==> src/hw/rtl/lmlt_pkg.sv <==
package lmlt_pkg;

    // Fixed line numbers of the frame.
    localparam logic [7:0] VBLANK_LINE = 8'd144;
    localparam logic [7:0] LAST_LINE   = 8'd153;

    // Register reset values.
    localparam logic [7:0] LINE_CYCLES_RESET     = 8'd114;
    localparam logic [7:0] OAM_CYCLES_RESET      = 8'd20;
    localparam logic [7:0] TRANSFER_CYCLES_RESET = 8'd43;

    // Configuration register indexes.
    typedef enum logic [1:0] {
        CFG_LINE_CYCLES     = 2'd0,
        CFG_OAM_CYCLES      = 2'd1,
        CFG_TRANSFER_CYCLES = 2'd2
    } t_cfg_index;

    // LCD modes as reported on the output.
    localparam logic [1:0] MODE_HBLANK   = 2'd0;
    localparam logic [1:0] MODE_VBLANK   = 2'd1;
    localparam logic [1:0] MODE_OAM      = 2'd2;
    localparam logic [1:0] MODE_TRANSFER = 2'd3;

    // Bit positions inside irq_enables.
    localparam int unsigned IRQ_EN_HBLANK = 0;
    localparam int unsigned IRQ_EN_VBLANK = 1;
    localparam int unsigned IRQ_EN_OAM    = 2;
    localparam int unsigned IRQ_EN_COIN   = 3;

    typedef struct packed {
        logic [7:0] cycles;
        logic       lcd_on;
        logic [3:0] irq_enables;
        logic [7:0] compare_line;
    } t_in_item;

    typedef struct packed {
        logic [1:0] mode;
        logic       coincidence;
        logic       lcd_irq;
        logic       vblank_irq;
        logic [7:0] current_line;
        logic       render_strobe;
        logic [7:0] render_index;
    } t_out_item;

endpackage

==> src/hw/rtl/lcd_mode_line_timing.sv <==
// LCD mode and scanline timing. Each request is one step of elapsed machine
// cycles together with the LCD enable, the four status interrupt enables and
// the line compare value; each request gives exactly one result carrying the
// mode, the coincidence flag, the status and vblank interrupt requests, the
// line after the step and the render strobe with its line index. The block
// takes one request per clock cycle while the output is not stalled; a request
// enters the input register, where the mode, the interrupts and the next line
// and countdown are worked out by a short compare-and-subtract path, and then
// sits in the result register until the output side takes it. While a result
// is stalled, one more request can still enter the input register; after that
// the input stalls until the result is taken, so at most two requests are held
// inside the block. Configuration (line length, mode 2 length and mode 3
// length) must only be written while no request is in flight; the line counter
// and countdown keep their values across such writes. A changed line length
// moves the mode bounds at once and reaches the countdown at the next line
// reload.
module lcd_mode_line_timing (
    input  logic                 i_clk,
    input  logic                 i_rst_n,
    input  logic                 i_cfg_we,
    input  logic [1:0]           i_cfg_index,
    input  logic [7:0]           i_cfg_data,
    input  logic                 i_in_valid,
    output logic                 o_in_stall,
    input  lmlt_pkg::t_in_item   i_in,
    output logic                 o_out_valid,
    input  logic                 i_out_stall,
    output lmlt_pkg::t_out_item  o_out
);
    import lmlt_pkg::*;

    // Configuration registers.
    logic [7:0] r_line_cycles;
    logic [7:0] r_oam_cycles;
    logic [7:0] r_transfer_cycles;

    // Timing state. The countdown is loaded from an eight-bit register and
    // only ever counts down, so it needs only eight bits.
    logic [7:0] r_line;
    logic [7:0] r_countdown;
    logic [1:0] r_last_mode;

    // Pipeline registers.
    logic      r_in_valid;
    t_in_item  r_in;
    logic      r_out_valid;
    t_out_item r_out;

    logic       in_moves;
    logic       in_accept;
    t_out_item  n_out;
    logic [7:0] n_line;
    logic [7:0] n_countdown;
    logic [1:0] n_last_mode;

    logic signed [9:0] cd_s;
    logic signed [9:0] m2_bound;
    logic signed [9:0] m3_bound;
    logic [1:0]        mode;
    logic              want_irq;
    logic [7:0]        line_inc;
    logic [7:0]        line_adv;

    // The request in the input register moves on whenever the result
    // register is empty or is being emptied in this cycle.
    assign in_moves   = r_in_valid && (!r_out_valid || !i_out_stall);
    assign o_in_stall = r_in_valid && !in_moves;
    assign in_accept  = i_in_valid && !o_in_stall;

    assign o_out_valid = r_out_valid;
    assign o_out       = r_out;

    // Mode bounds are signed so that a negative bound is always met.
    assign cd_s     = signed'({2'b00, r_countdown});
    assign m2_bound = signed'({2'b00, r_line_cycles}) - signed'({2'b00, r_oam_cycles});
    assign m3_bound = m2_bound - signed'({2'b00, r_transfer_cycles});

    assign line_inc = r_line + 8'd1;
    // Wrap after the last vblank line.
    assign line_adv = (line_inc > LAST_LINE) ? 8'd0 : line_inc;

    always_comb begin
        if (r_line >= VBLANK_LINE) begin
            mode     = MODE_VBLANK;
            want_irq = r_in.irq_enables[IRQ_EN_VBLANK];
        end else if (cd_s >= m2_bound) begin
            mode     = MODE_OAM;
            want_irq = r_in.irq_enables[IRQ_EN_OAM];
        end else if (cd_s >= m3_bound) begin
            mode     = MODE_TRANSFER;
            want_irq = 1'b0;
        end else begin
            mode     = MODE_HBLANK;
            want_irq = r_in.irq_enables[IRQ_EN_HBLANK];
        end
    end

    always_comb begin
        n_out       = '0;
        n_line      = r_line;
        n_countdown = r_countdown;
        n_last_mode = r_last_mode;
        if (!r_in.lcd_on) begin
            // Display off: hold the line at the top and report vblank mode.
            n_out.mode  = MODE_VBLANK;
            n_line      = 8'd0;
            n_countdown = r_line_cycles;
            n_last_mode = MODE_VBLANK;
        end else begin
            n_out.mode        = mode;
            n_last_mode       = mode;
            n_out.coincidence = (r_line == r_in.compare_line);
            n_out.lcd_irq     = (want_irq && (mode != r_last_mode))
                              || (n_out.coincidence && r_in.irq_enables[IRQ_EN_COIN]);
            if (r_in.cycles >= r_countdown) begin
                // Line expired: no remainder is carried into the next line.
                n_line      = line_adv;
                n_countdown = r_line_cycles;
                n_out.vblank_irq = (line_inc == VBLANK_LINE);
                if (line_adv < VBLANK_LINE) begin
                    n_out.render_strobe = 1'b1;
                    n_out.render_index  = line_adv;
                end
            end else begin
                n_countdown = r_countdown - r_in.cycles;
            end
        end
        n_out.current_line = n_line;
    end

    always_ff @(posedge i_clk) begin
        if (!i_rst_n) begin
            r_line_cycles     <= LINE_CYCLES_RESET;
            r_oam_cycles      <= OAM_CYCLES_RESET;
            r_transfer_cycles <= TRANSFER_CYCLES_RESET;
        end else if (i_cfg_we) begin
            case (t_cfg_index'(i_cfg_index))
                CFG_LINE_CYCLES:     r_line_cycles     <= i_cfg_data;
                CFG_OAM_CYCLES:      r_oam_cycles      <= i_cfg_data;
                CFG_TRANSFER_CYCLES: r_transfer_cycles <= i_cfg_data;
                default: ;
            endcase
        end
    end

    always_ff @(posedge i_clk) begin
        if (!i_rst_n) begin
            r_line      <= 8'd0;
            r_countdown <= LINE_CYCLES_RESET;
            r_last_mode <= MODE_HBLANK;
        end else if (in_moves) begin
            r_line      <= n_line;
            r_countdown <= n_countdown;
            r_last_mode <= n_last_mode;
        end
    end

    always_ff @(posedge i_clk) begin
        if (!i_rst_n) begin
            r_in_valid  <= 1'b0;
            r_out_valid <= 1'b0;
        end else begin
            if (in_accept) begin
                r_in_valid <= 1'b1;
            end else if (in_moves) begin
                r_in_valid <= 1'b0;
            end
            if (in_moves) begin
                r_out_valid <= 1'b1;
            end else if (!i_out_stall) begin
                r_out_valid <= 1'b0;
            end
        end
    end

    always_ff @(posedge i_clk) begin
        if (in_accept) begin
            r_in <= i_in;
        end
        if (in_moves) begin
            r_out <= n_out;
        end
    end

endmodule

==> config.mk <==
export PLATFORM = sky130hd
export DESIGN_NAME = lcd_mode_line_timing
export DESIGN_NICKNAME = d
export VERILOG_FILES = /design/src/hw/rtl/lmlt_pkg.sv /design/src/hw/rtl/lcd_mode_line_timing.sv
export SDC_FILE = /design/constraint.sdc
export NUM_CORES = 1
export LEC_CHECK = 0
export BUFFER_PORTS_ARGS = -buffer_cell sky130_fd_sc_hd__buf_4
export CAP_MARGIN = 10
export CORE_MARGIN = 2
export CORE_UTILIZATION = 50
export CTS_CLUSTER_SIZE = 28
export DETAILED_ROUTE_END_ITERATION = 7
export PLACE_DENSITY = 0.75
export SLEW_MARGIN = 40
export SYNTH_ARGS = -nofsm -noshare
export SYNTH_HDL_FRONTEND = slang
export SYNTH_SLANG_ARGS = --single-unit
==> constraint.sdc <==
create_clock -name i_clk -period 6.64 [get_ports i_clk]
set_input_delay 0.996 -clock i_clk [delete_from_list [all_inputs] [get_ports i_clk]]
set_output_delay 0.996 -clock i_clk [all_outputs]
set_load 0.03 [all_outputs]
==> metrics.cfg, run 1 <==
[global_route]
overflow = 0
met1_usage_pct = 28.7
grt_pass1_wl_mm = 18.8
grt_max_degree = 45
grt_antenna_before_repair = 0
grt_pass1_vias = 3917
track_usage_pct = 21.5
grt_util_met2_pct = 33.3
grt_util_met3_pct = 5.36
top_usage_layer = met2

[clock_network]
hold_buffers = 0
cts_setup_buffers = 0
cts_buffers = 9
clock-sinks = 87
htree_levels = 3
cts_tree = done
root_buffer = clkbuf_8
clock_latency_ns = 0.38
clkTransAtPathRegs_ns = 0.09
cts.path.max_buffers = 2
cts_resized = 0

[hold_path]
hold_path_class = reg2reg
min_path_cells = 2

[die]
num_io_pins = 60
start_util_pct = 51.8
fp.coreArea_um2 = 9860
rows = 36
die_h_um = 105
dieArea_um2 = 11000
die_x_um = 105

[detailed_routing]
vias_per_cell = 5.52
drt_pass1_iterations = 5
drt_iter0_drc = 159
wire_per_inst_um = 15.4
postRouteAntennaNets = 0
totalWireLength_mm = 11.1
via_count = 3980
route.detailed.drc = 0

[worst_setup_path]
crit_chain = inv_1 > ha_1 > inv_1 > fa_1 > a21o_1 > a21oi_1 > xnor2_1 > ha_1 > o21ai_0 > a31oi_1 > nor2_1 > inv_1 > a21oi_1 > xor2_1 > ha_1 > a211oi_1 > nand2_1 > a21oi_1 > and3b_1 > o22ai_1 > nor2b_1 > nor2_1
crit_fanout = 4
worst-setup-path-type = reg2reg
critPathMaxStageDelay_ns = 0.40
cp.arrival_ns = 4.70
r2r_cells = 22
critPathCaptureType = register
worstPathRequired_ns = 6.78
start_kind = register
crit_path_top_delay_cell = fa_1

[logic_synthesis]
yosysUniqueCellTypes = 60
yosysWarnings = 0
synth-async-reset-ratio_pct = 0
synth_edf_count = 43
synth_area_leaders = edfxtp_1 (25%), dfxtp_1 (17%), ha_1 (11%), mux2i_1 (3.9%), nand2_1 (3.8%)
synth.top_cell.area_share_pct = 25.3
syn_area_um2 = 5100
synth_cells = 530
syn_nets = 612
avgSynthCellArea_um2 = 9.63
yosys.area.top_type = edfxtp_1
yosysSeqAreaShare_pct = 42.5
synthFlopType = dfxtp_1
ys_seq_elements = 87

[power_and_ir_drop]
switching_power_w = 0.000377
p_leak_nw = 2.44
swShare_pct = 28.3
pwr-share-comb_pct = 23.2
finalPower_w = 0.00133
irDropWorstVdd_v = 0.000223
p_int_w = 0.000953
pwr-share-seq_pct = 45.7
powerDensity_nw_per_um2 = 226
p_clk_share_pct = 31.1

[job]
drv_cap = 0

[place]
routabilityCongestion = 0.879
dp_hpwl_mm = 8.40
port_buffers = 59

[timing]
rsz0062_at_grt = no
period_needed_ns = 4.56
drv_slew = 0
period_share_pct = 68.6
setup_viol = 0
tightestPinTransition_ns = 0.743
hold_viol_final = 0
clock.fmax_ghz = 0.219
clock_skew_ns = 0.0157
slew_headroom_pct = 50.4
fin_setup_tns_ns = 0

[layout]
final_layout_size_suffix_gt1_share_pct = 15.1
fin_nets = 665
insertedDiodeCount = 0
syn2layout_area_growth_pct = 15.0

[run_status]
status = finished, final reports clean

-- sequential cells by signal, indices dropped and copies added (netlist names) --
name	cells
o_out	22
o_out_valid	1
r_countdown	8
r_in	21
r_in_valid	1
r_last_mode	2
r_line	8
r_line_cycles	8
r_oam_cycles	8
r_transfer_cycles	8
-- through the flow --
stage	hold slack, ns	area, um^2	utilization (%)	setup slack, ns	instances
2_1_floorplan	0.441	5100	-	2.71	530
3_3_place_gp	0.453	5650	57.2	2.47	705
3_5_place_dp	0.466	5650	57.3	2.22	705
4_1_cts	0.478	5870	59.5	2.19	721
5_1_grt	0.510	5870	59.5	1.72	721
6_report	0.484	5870	59.5	2.08	721
-- synth_stat cells (all sizes together) (3+ instances only) --
cell,number
nand2,54
inv,45
dfxtp,44
edfxtp,43
ha,43
o21ai,32
nor2,27
nor2b,27
a21oi,23
mux2i,20
xnor2,14
nor3,13
clkbuf,12
xor2,12
nand3,10
a21o,8
buf,8
o211ai,7
o21a,7
o22ai,7
and2,6
nand2b,6
nand4,6
a211oi,5
or3,5
and3,4
o31ai,4
a31oi,3
a32oi,3
fa,3
nand3b,3
-- cells by family (layout without fill, tap and decap cells) --
family,after synthesis,count (layout),synth area share [%]
mux,20,20,3.92
fa+ha+maj,46,46,11.7
xor+xnor,26,26,4.46
simple gates,168,168,16.6
flops,87,87,42.5
compound gates,118,118,15.6
buf+inv,65,123,5.15
-- power by group through the flow --
stage / Sequential, W / Combinational [W] / Clock, W
after floorplan: 0.000629 / 0.000209 / 0
after global placement: 0.000619 / 0.000293 / 0
after detailed placement: 0.000620 / 0.000305 / 0
after CTS: 0.000608 / 0.000307 / 0.000421
after global routing: 0.000611 / 0.000348 / 0.000440
final: 0.000608 / 0.000309 / 0.000413
-- final cells by class --
class	count	area, um^2
Fill cell	843	3990
Multi-Input combinational cell	378	2680
Sequential cell	87	2170
Timing Repair Buffer	62	465
Inverter	45	169
Tap cell	133	166
Clock buffer	12	155
Clock inverter	4	67.6
-- layer usage --
metal	routed length, um	vias up
li1	-	1985
met1	5150	1840
met2	4910	135
met3	786	20
met4	249	0
met5	0	-
-- critical path: cells and delay by family (launching register included) --
kind	cells	cell delay, ns
compound gates	8	1.58
fa+ha+maj	4	1.12
simple gates	5	0.75
xor+xnor	2	0.36
flops	1	0.33
buf+inv	3	0.19
-- final timing paths --
check	end	slack, ns	from
max	o_out[21]	2.08	r_line_cycles[0]
min	r_countdown[0]	0.48	r_countdown[0]
max reg2reg	o_out[21]	2.08	r_line_cycles[0]
min reg2reg	r_countdown[0]	0.48	r_countdown[0]
-- layout by cell type, fill, tap and decap left out, drive strengths merged, types with 20 or more instances in the layout --
cell / n
buf: 62
nand2: 54
inv: 45
dfxtp: 44
ha: 43
edfxtp: 43
o21ai: 32
nor2: 27
nor2b: 27
a21oi: 23
mux2i: 20
(Power assumes the default switching activity.)
==> run 2: changes to the inputs <==
--- a/config.mk
+++ b/config.mk
@@ -11,7 +11,7 @@
 export CORE_UTILIZATION = 50
 export CTS_CLUSTER_SIZE = 28
 export DETAILED_ROUTE_END_ITERATION = 7
-export PLACE_DENSITY = 0.75
+export PLACE_DENSITY = 0.78
 export SLEW_MARGIN = 40
 export SYNTH_ARGS = -nofsm -noshare
 export SYNTH_HDL_FRONTEND = slang
==> constraint.sdc (replaced) <==
create_clock -name i_clk -period 3.8 [get_ports i_clk]
set_input_delay 0.57 -clock i_clk [delete_from_list [all_inputs] [get_ports i_clk]]
set_output_delay 0.57 -clock i_clk [all_outputs]
set_load 0.03 [all_outputs]
==> run 2 against run 1 <==
  * The flow now finishes with violations (setup timing)
  * Critical path depth did not move
  * Cell area rose by 4.2%
  * Worst setup slack worse by 2.3 ns
  * Power increased by 77%
  * Die area stayed put
  * Maximum frequency increased by 12%
  * Wire length grew 5.7%
  * Final cell count grew 3.3%
  * Register-to-register slack worse by 2.3 ns
  * Critical endpoint unchanged
  * Largest cell class unchanged
==> metrics.cfg, run 2 (synthesis results as in run 1) <==
[run_status]
status = finished, violations left  ; was finished, final reports clean
violations = setup timing

[timing]
clock.fmax_ghz = 0.246  ; was 0.219 GHz
period_needed_ns = 4.06  ; was 4.56 ns
drv_slew = 0  ; unchanged
rsz0062_at_grt = yes  ; was no
slew_headroom_pct = 44.6  ; was 50.4%
setup_ws_ns = -0.262  ; was 2.08 ns
hold_viol_final = 0  ; unchanged
clock_skew_ns = 0.00780  ; was 0.0157 ns
fin_setup_tns_ns = -1.10  ; was 0 ns
period_share_pct = 107  ; was 68.6%
tightestPinTransition_ns = 0.818  ; was 0.743 ns
setup_viol = 5  ; was 0

[detailed_routing]
drt_iter0_drc = 173  ; was 159
drt_pass1_iterations = 5  ; unchanged
via_count = 4155  ; was 3,980
vias_per_cell = 5.58  ; was 5.52
postRouteAntennaNets = 0  ; unchanged
totalWireLength_mm = 11.7  ; was 11.1 mm
route.detailed.drc = 0  ; unchanged
wire_per_inst_um = 15.7  ; was 15.4 um

[layout]
insertedDiodeCount = 0  ; unchanged
fin_nets = 689  ; was 665
final_cell_mix = buf_4 (86), nand2_1 (51), edfxtp_1 (43), inv_1 (42)  ; was buf_4 (62), nand2_1 (51), inv_1 (45), dfxtp_1 (44)
largest_reg_flops = 22  ; unchanged
layout.cells.non_filler = 745  ; was 721
syn2layout_area_growth_pct = 19.9  ; was 15.0%
final_layout_size_suffix_gt1_share_pct = 22.2  ; was 15.1%
final_common_cell = buf_4  ; unchanged

[die]
fp.coreArea_um2 = 9860  ; unchanged
die_x_um = 105  ; unchanged
num_io_pins = 60  ; unchanged
dieArea_um2 = 11000  ; unchanged
start_util_pct = 51.8  ; unchanged
die_h_um = 105  ; unchanged
rows = 36  ; unchanged

[worst_setup_path]
rr_startpoint = r_line_cycles[0]  ; unchanged
regToRegSetupSlack_ns = -0.26  ; was 2.08 ns
worst-setup-path-type = reg2reg  ; unchanged
worstPathRequired_ns = 3.93  ; was 6.78 ns
r2r_cells = 22  ; unchanged
start_kind = register  ; unchanged
critPathCaptureType = register  ; unchanged
rr_endpoint = o_out[21]  ; unchanged
cp.arrival_ns = 4.19  ; was 4.70 ns
crit_fanout = 3  ; was 4

[power_and_ir_drop]
irDropWorstVdd_v = 0.000212  ; was 0.000223 V
p_clk_share_pct = 27.8  ; was 31.1%
pwr-share-comb_pct = 27.3  ; was 23.2%
switching_power_w = 0.000726  ; was 0.000377 W
swShare_pct = 30.8  ; was 28.3%
p_int_w = 0.00163  ; was 0.000953 W
p_leak_nw = 2.57  ; was 2.44 nW
powerDensity_nw_per_um2 = 385  ; was 226 nW/um^2
pwr-share-seq_pct = 45.0  ; was 45.7%

[clock_network]
clkTransAtPathRegs_ns = 0.09  ; about the same
hold_buffers = 0  ; unchanged
cts_tree = done  ; unchanged
clock-sinks = 87  ; unchanged
cts.path.max_buffers = 2  ; unchanged
root_buffer = clkbuf_8  ; unchanged
clock_latency_ns = 0.36  ; was 0.38 ns
cts_buffers = 9  ; unchanged
htree_levels = 3  ; unchanged

[global_route]
grt_util_met3_pct = 4.68  ; was 5.36%
met1_usage_pct = 29.7  ; was 28.7%
top_usage_layer = met2  ; unchanged
grt_pass1_wl_mm = 19.7  ; was 18.8 mm
grt_pass1_vias = 4164  ; was 3,917
grt_antenna_before_repair = 0  ; unchanged
track_usage_pct = 22.2  ; was 21.5%
grt_max_degree = 45  ; unchanged
grt_util_met2_pct = 35.9  ; was 33.3%
overflow = 0  ; unchanged

[hold_path]
min_path_cells = 1  ; was 2
hold_path_end = r_in[11]  ; was r_countdown[0]
hp-start = i_in[11]  ; was r_countdown[0]
hold_path_class = in2reg  ; was reg2reg

[place]
port_buffers = 59  ; unchanged
routabilityCongestion = 0.845  ; was 0.879
placedCellCount = 721  ; was 705
dp_hpwl_mm = 8.60  ; was 8.40 mm

[job]
drv_cap = 0  ; unchanged

==> run 2: cell count changes in the layout (fill, tap and decap cells not counted), moves of 3 or more <==
cell,change
a21oi_2,+5
inv_1,-3
a21oi_1,-5
inv_2,+3
buf_4,+24
dfxtp_2,+3
dfxtp_1,-3
==> run 2: power groups by stage <==
stage          clock, W  sequential, W  combinational [W]
5_1_grt        0.000703        0.00106           0.000710
3_5_place_dp          0        0.00108           0.000573
3_3_place_gp          0        0.00108           0.000547
6_report       0.000655        0.00106           0.000643
2_1_floorplan         0        0.00110           0.000381
4_1_cts        0.000665        0.00106           0.000626
==> run 2: critical path: stages (launching register included) <==
cell and delay (ns):
dfxtp_2 0.34, inv_2 0.08, ha_4 0.13, inv_2 0.04
fa_2 0.33, a21o_1 0.20, a21oi_2 0.20, xnor2_2 0.11
ha_1 0.33, o21ai_1 0.14, a31oi_1 0.05, nor2_1 0.15
inv_1 0.07, a21oi_2 0.14, xor2_1 0.17, ha_1 0.28
a211oi_2 0.26, nand2b_1 0.13, a21oi_2 0.15, a211oi_2 0.06
o22ai_2 0.23, nor2b_4 0.18, nor2_1 0.05
==> run 2: per-layer routing <==
layer  routed length [um]  part of all wire, %  vias to the layer above
li1                     -                    -                     2033
met5                    0                    0                        -
met3                  803                  6.8                       16
met1                 5250                   45                     1961
met4                  200                  1.7                        0
met2                 5470                   47                      145
==> run 2: worst max-delay path by stage <==
| stage | cells after the start | to | slack [ns] | from |
|---|---|---|---|---|
| 4_1_cts | 22 | o_out[21] | -0.17 | r_line_cycles[0] |
| 5_1_grt | 22 | o_out[21] | -0.56 | r_line_cycles[0] |
| 3_5_place_dp | 22 | r_last_mode[0] | -0.23 | r_oam_cycles[1] |
| 6_report | 22 | o_out[21] | -0.26 | r_line_cycles[0] |
| 3_3_place_gp | 22 | o_out[21] | -0.06 | r_line_cycles[0] |
| 2_1_floorplan | 22 | o_out[21] | 0.003 | r_oam_cycles[1] |
==> run 2: area by class of cell <==
type / instances / area, um^2
multi-input combinational: 378 / 2770
timing repair buffer: 86 / 646
inverter: 45 / 169
clock inverter: 7 / 71.3
clock buffer: 9 / 124
tap: 133 / 166
fill: 782 / 3740
sequential: 87 / 2180
==> run 2: stage by stage <==
step	instance area (um^2)	setup slack (ns)	total power, W	hold slack, ns	util (%)
floorplan	5130	0.00263	0.00148	0.441	-
global placement	5790	-0.0555	0.00163	0.452	58.7
detailed placement	5790	-0.234	0.00165	0.467	58.7
CTS	6110	-0.165	0.00235	0.365	61.9
global route	6120	-0.558	0.00248	0.362	62.0
finish	6120	-0.262	0.00236	0.379	62.0
==> run 2: what timing repair did <==
item	in CTS	in global routing
gates resized for setup	18	2
setup buffers	8	0
pin swaps	22	14
setup endpoints to repair	5	5
==> run 3: changes to the inputs <==
--- a/config.mk
+++ b/config.mk
@@ -11,7 +11,7 @@
 export CORE_UTILIZATION = 50
 export CTS_CLUSTER_SIZE = 28
 export DETAILED_ROUTE_END_ITERATION = 7
-export PLACE_DENSITY = 0.78
+export PLACE_DENSITY = 0.75
 export SLEW_MARGIN = 40
 export SYNTH_ARGS = -nofsm -noshare
 export SYNTH_HDL_FRONTEND = slang
==> constraint.sdc (replaced) <==
create_clock -name i_clk -period 4.5 [get_ports i_clk]
set_input_delay 0.675 -clock i_clk [delete_from_list [all_inputs] [get_ports i_clk]]
set_output_delay 0.675 -clock i_clk [all_outputs]
set_load 0.03 [all_outputs]
==> run 3 against run 2 <==
  * The run now ends clean
  * Sequential share of layout area up 1.5 points
  * Register-to-register slack better by 0.54 ns
  * Clock skew up 0.0097 ns
  * Core utilization down 2.5 points
  * Worst hold slack better by 0.078 ns
  * Power down 21%
  * Sequential cell count unchanged
  * Maximum frequency down 3.8%
==> metrics.cfg, run 3 (synthesis results as in run 1) <==
[layout]
final_cell_mix = buf_4 (65), nand2_1 (51), inv_1 (45)  ; was buf_4 (86), nand2_1 (51), edfxtp_1 (43), inv_1 (42)
fin_nets = 668  ; was 689
final_common_cell = buf_4  ; unchanged
insertedDiodeCount = 0  ; unchanged
final_layout_size_suffix_gt1_share_pct = 16.8  ; was 22.2%
largest_reg_flops = 22  ; unchanged
syn2layout_area_growth_pct = 15.0  ; was 19.9%

[worst_setup_path]
worst-setup-path-type = reg2reg  ; unchanged
start_kind = register  ; unchanged
cp.arrival_ns = 4.37  ; was 4.19 ns
critPathCaptureType = register  ; unchanged
worstPathRequired_ns = 4.65  ; was 3.93 ns
crit_fanout = 3  ; unchanged

[detailed_routing]
drt_pass1_iterations = 5  ; unchanged
postRouteAntennaNets = 0  ; unchanged
drt_iter0_drc = 230  ; was 173
wire_per_inst_um = 15.5  ; was 15.7 um
route.detailed.drc = 0  ; unchanged
totalWireLength_mm = 11.2  ; was 11.7 mm
vias_per_cell = 5.54  ; was 5.58
via_count = 4009  ; was 4,155

[die]
start_util_pct = 51.8  ; unchanged
die_h_um = 105  ; unchanged
fp.coreArea_um2 = 9860  ; unchanged
die_x_um = 105  ; unchanged
rows = 36  ; unchanged
num_io_pins = 60  ; unchanged
dieArea_um2 = 11000  ; unchanged

[power_and_ir_drop]
pwr-share-seq_pct = 47.9  ; was 45.0%
p_clk_share_pct = 26.5  ; was 27.8%
swShare_pct = 30.7  ; was 30.8%
finalPower_w = 0.00187  ; was 0.00236 W
powerDensity_nw_per_um2 = 319  ; was 385 nW/um^2
irDropWorstVdd_v = 0.000249  ; was 0.000212 V
p_leak_nw = 2.44  ; was 2.57 nW
switching_power_w = 0.000575  ; was 0.000726 W
p_int_w = 0.00130  ; was 0.00163 W
pwr-share-comb_pct = 25.5  ; was 27.3%

[timing]
clock.fmax_ghz = 0.237  ; was 0.246 GHz
drv_slew = 0  ; unchanged
fin_setup_tns_ns = 0  ; was -1.10 ns
slew_headroom_pct = 50.5  ; was 44.6%
setup_ws_ns = 0.277  ; was -0.262 ns
tightestPinTransition_ns = 0.741  ; was 0.818 ns
setup_viol = 0  ; was 5
clock_skew_ns = 0.0175  ; was 0.00780 ns
hold_viol_final = 0  ; unchanged
rsz0062_at_grt = no  ; was yes
period_needed_ns = 4.22  ; was 4.06 ns
period_share_pct = 93.9  ; was 107%

[clock_network]
root_buffer = clkbuf_8  ; unchanged
htree_levels = 3  ; unchanged
clock-sinks = 87  ; unchanged
cts_buffers = 9  ; unchanged
cts_tree = done  ; unchanged
clkTransAtPathRegs_ns = 0.09  ; about the same
cts.path.max_buffers = 2  ; unchanged
clock_latency_ns = 0.39  ; was 0.36 ns
hold_buffers = 0  ; unchanged

[global_route]
grt_antenna_before_repair = 0  ; unchanged
track_usage_pct = 21.4  ; was 22.2%
grt_max_degree = 45  ; unchanged
grt_pass1_vias = 3784  ; was 4,164
grt_pass1_wl_mm = 18.6  ; was 19.7 mm
overflow = 0  ; unchanged

[place]
dp_hpwl_mm = 8.40  ; was 8.60 mm
place_ws_ns = 0.135  ; was -0.234 ns
routabilityCongestion = 0.903  ; was 0.845
port_buffers = 59  ; unchanged

[run_status]
status = finished, final reports clean  ; was finished, violations left

[hold_path]
hold_path_class = in2reg  ; unchanged

[job]
drv_cap = 0  ; unchanged

## run 3: power by group through the flow
stage | Combinational (W) | Sequential, W | Clock [W]
5_1_grt | 0.000531 | 0.000901 | 0.000538
6_report | 0.000478 | 0.000897 | 0.000496
2_1_floorplan | 0.000308 | 0.000928 | 0
3_3_place_gp | 0.000431 | 0.000913 | 0
3_5_place_dp | 0.000448 | 0.000914 | 0
4_1_cts | 0.000452 | 0.000897 | 0.000510
## run 3: layout make-up
class | instances | area (um^2)
Clock buffer | 11 | 141
Clock inverter | 5 | 33.8
Fill cell | 841 | 3990
Inverter | 45 | 169
Multi-Input combinational cell | 378 | 2700
Sequential cell | 87 | 2170
Tap cell | 133 | 166
Timing Repair Buffer | 65 | 488
## run 3: worst max-delay path, cell delays in order (launching register included)
cell,delay (ns)
dfxtp_1,0.34
inv_1,0.07
ha_1,0.27
a21o_1,0.16
a21o_1,0.20
a21o_1,0.18
a21o_1,0.21
xnor2_2,0.15
ha_1,0.32
o21ai_0,0.09
a31oi_1,0.06
nor2_1,0.16
inv_1,0.07
a21oi_2,0.15
xor2_1,0.16
ha_1,0.27
a211oi_2,0.27
nand2_1,0.08
a21oi_1,0.12
and3b_1,0.20
o22ai_1,0.22
nor2b_2,0.21
nor2_1,0.05
## run 3: per-stage QoR
step	area [um^2]	hold WS, ns	util [%]	instances
global route	5870	0.438	59.5	724
detailed placement	5650	0.458	57.3	705
global placement	5650	0.452	57.2	705
CTS	5830	0.445	59.1	721
floorplan	5100	0.441	-	530
finish	5870	0.457	59.5	724
## run 3: routing by layer
metal,up-vias,track usage [%],routed length [um]
met5,-,0,0
met3,16,4.93,759
li1,1987,-,-
met1,1868,29.7,5170
met2,138,32.8,5140
met4,0,7.71,172
## run 3: final timing paths
| check | from | depth (start not counted) | slack, ns | end |
|---|---|---|---|---|
| worst max-delay path | r_oam_cycles[1] | 22 | 0.28 | o_out[21] |
| worst min register to register | r_countdown[0] | 2 | 0.46 | r_countdown[0] |
| worst min-delay path | i_in[2] | 1 | 0.46 | r_in[2] |
| worst max register to register | r_oam_cycles[1] | 22 | 0.28 | o_out[21] |
## run 3: repair_timing
| item | 4_1_cts | 5_1_grt |
|---|---|---|
| setup endpoints to repair | 0 | 5 |
| hold endpoints to repair | 0 | 0 |
| setup buffers | 0 | 3 |
| gates resized for setup | 0 | 7 |
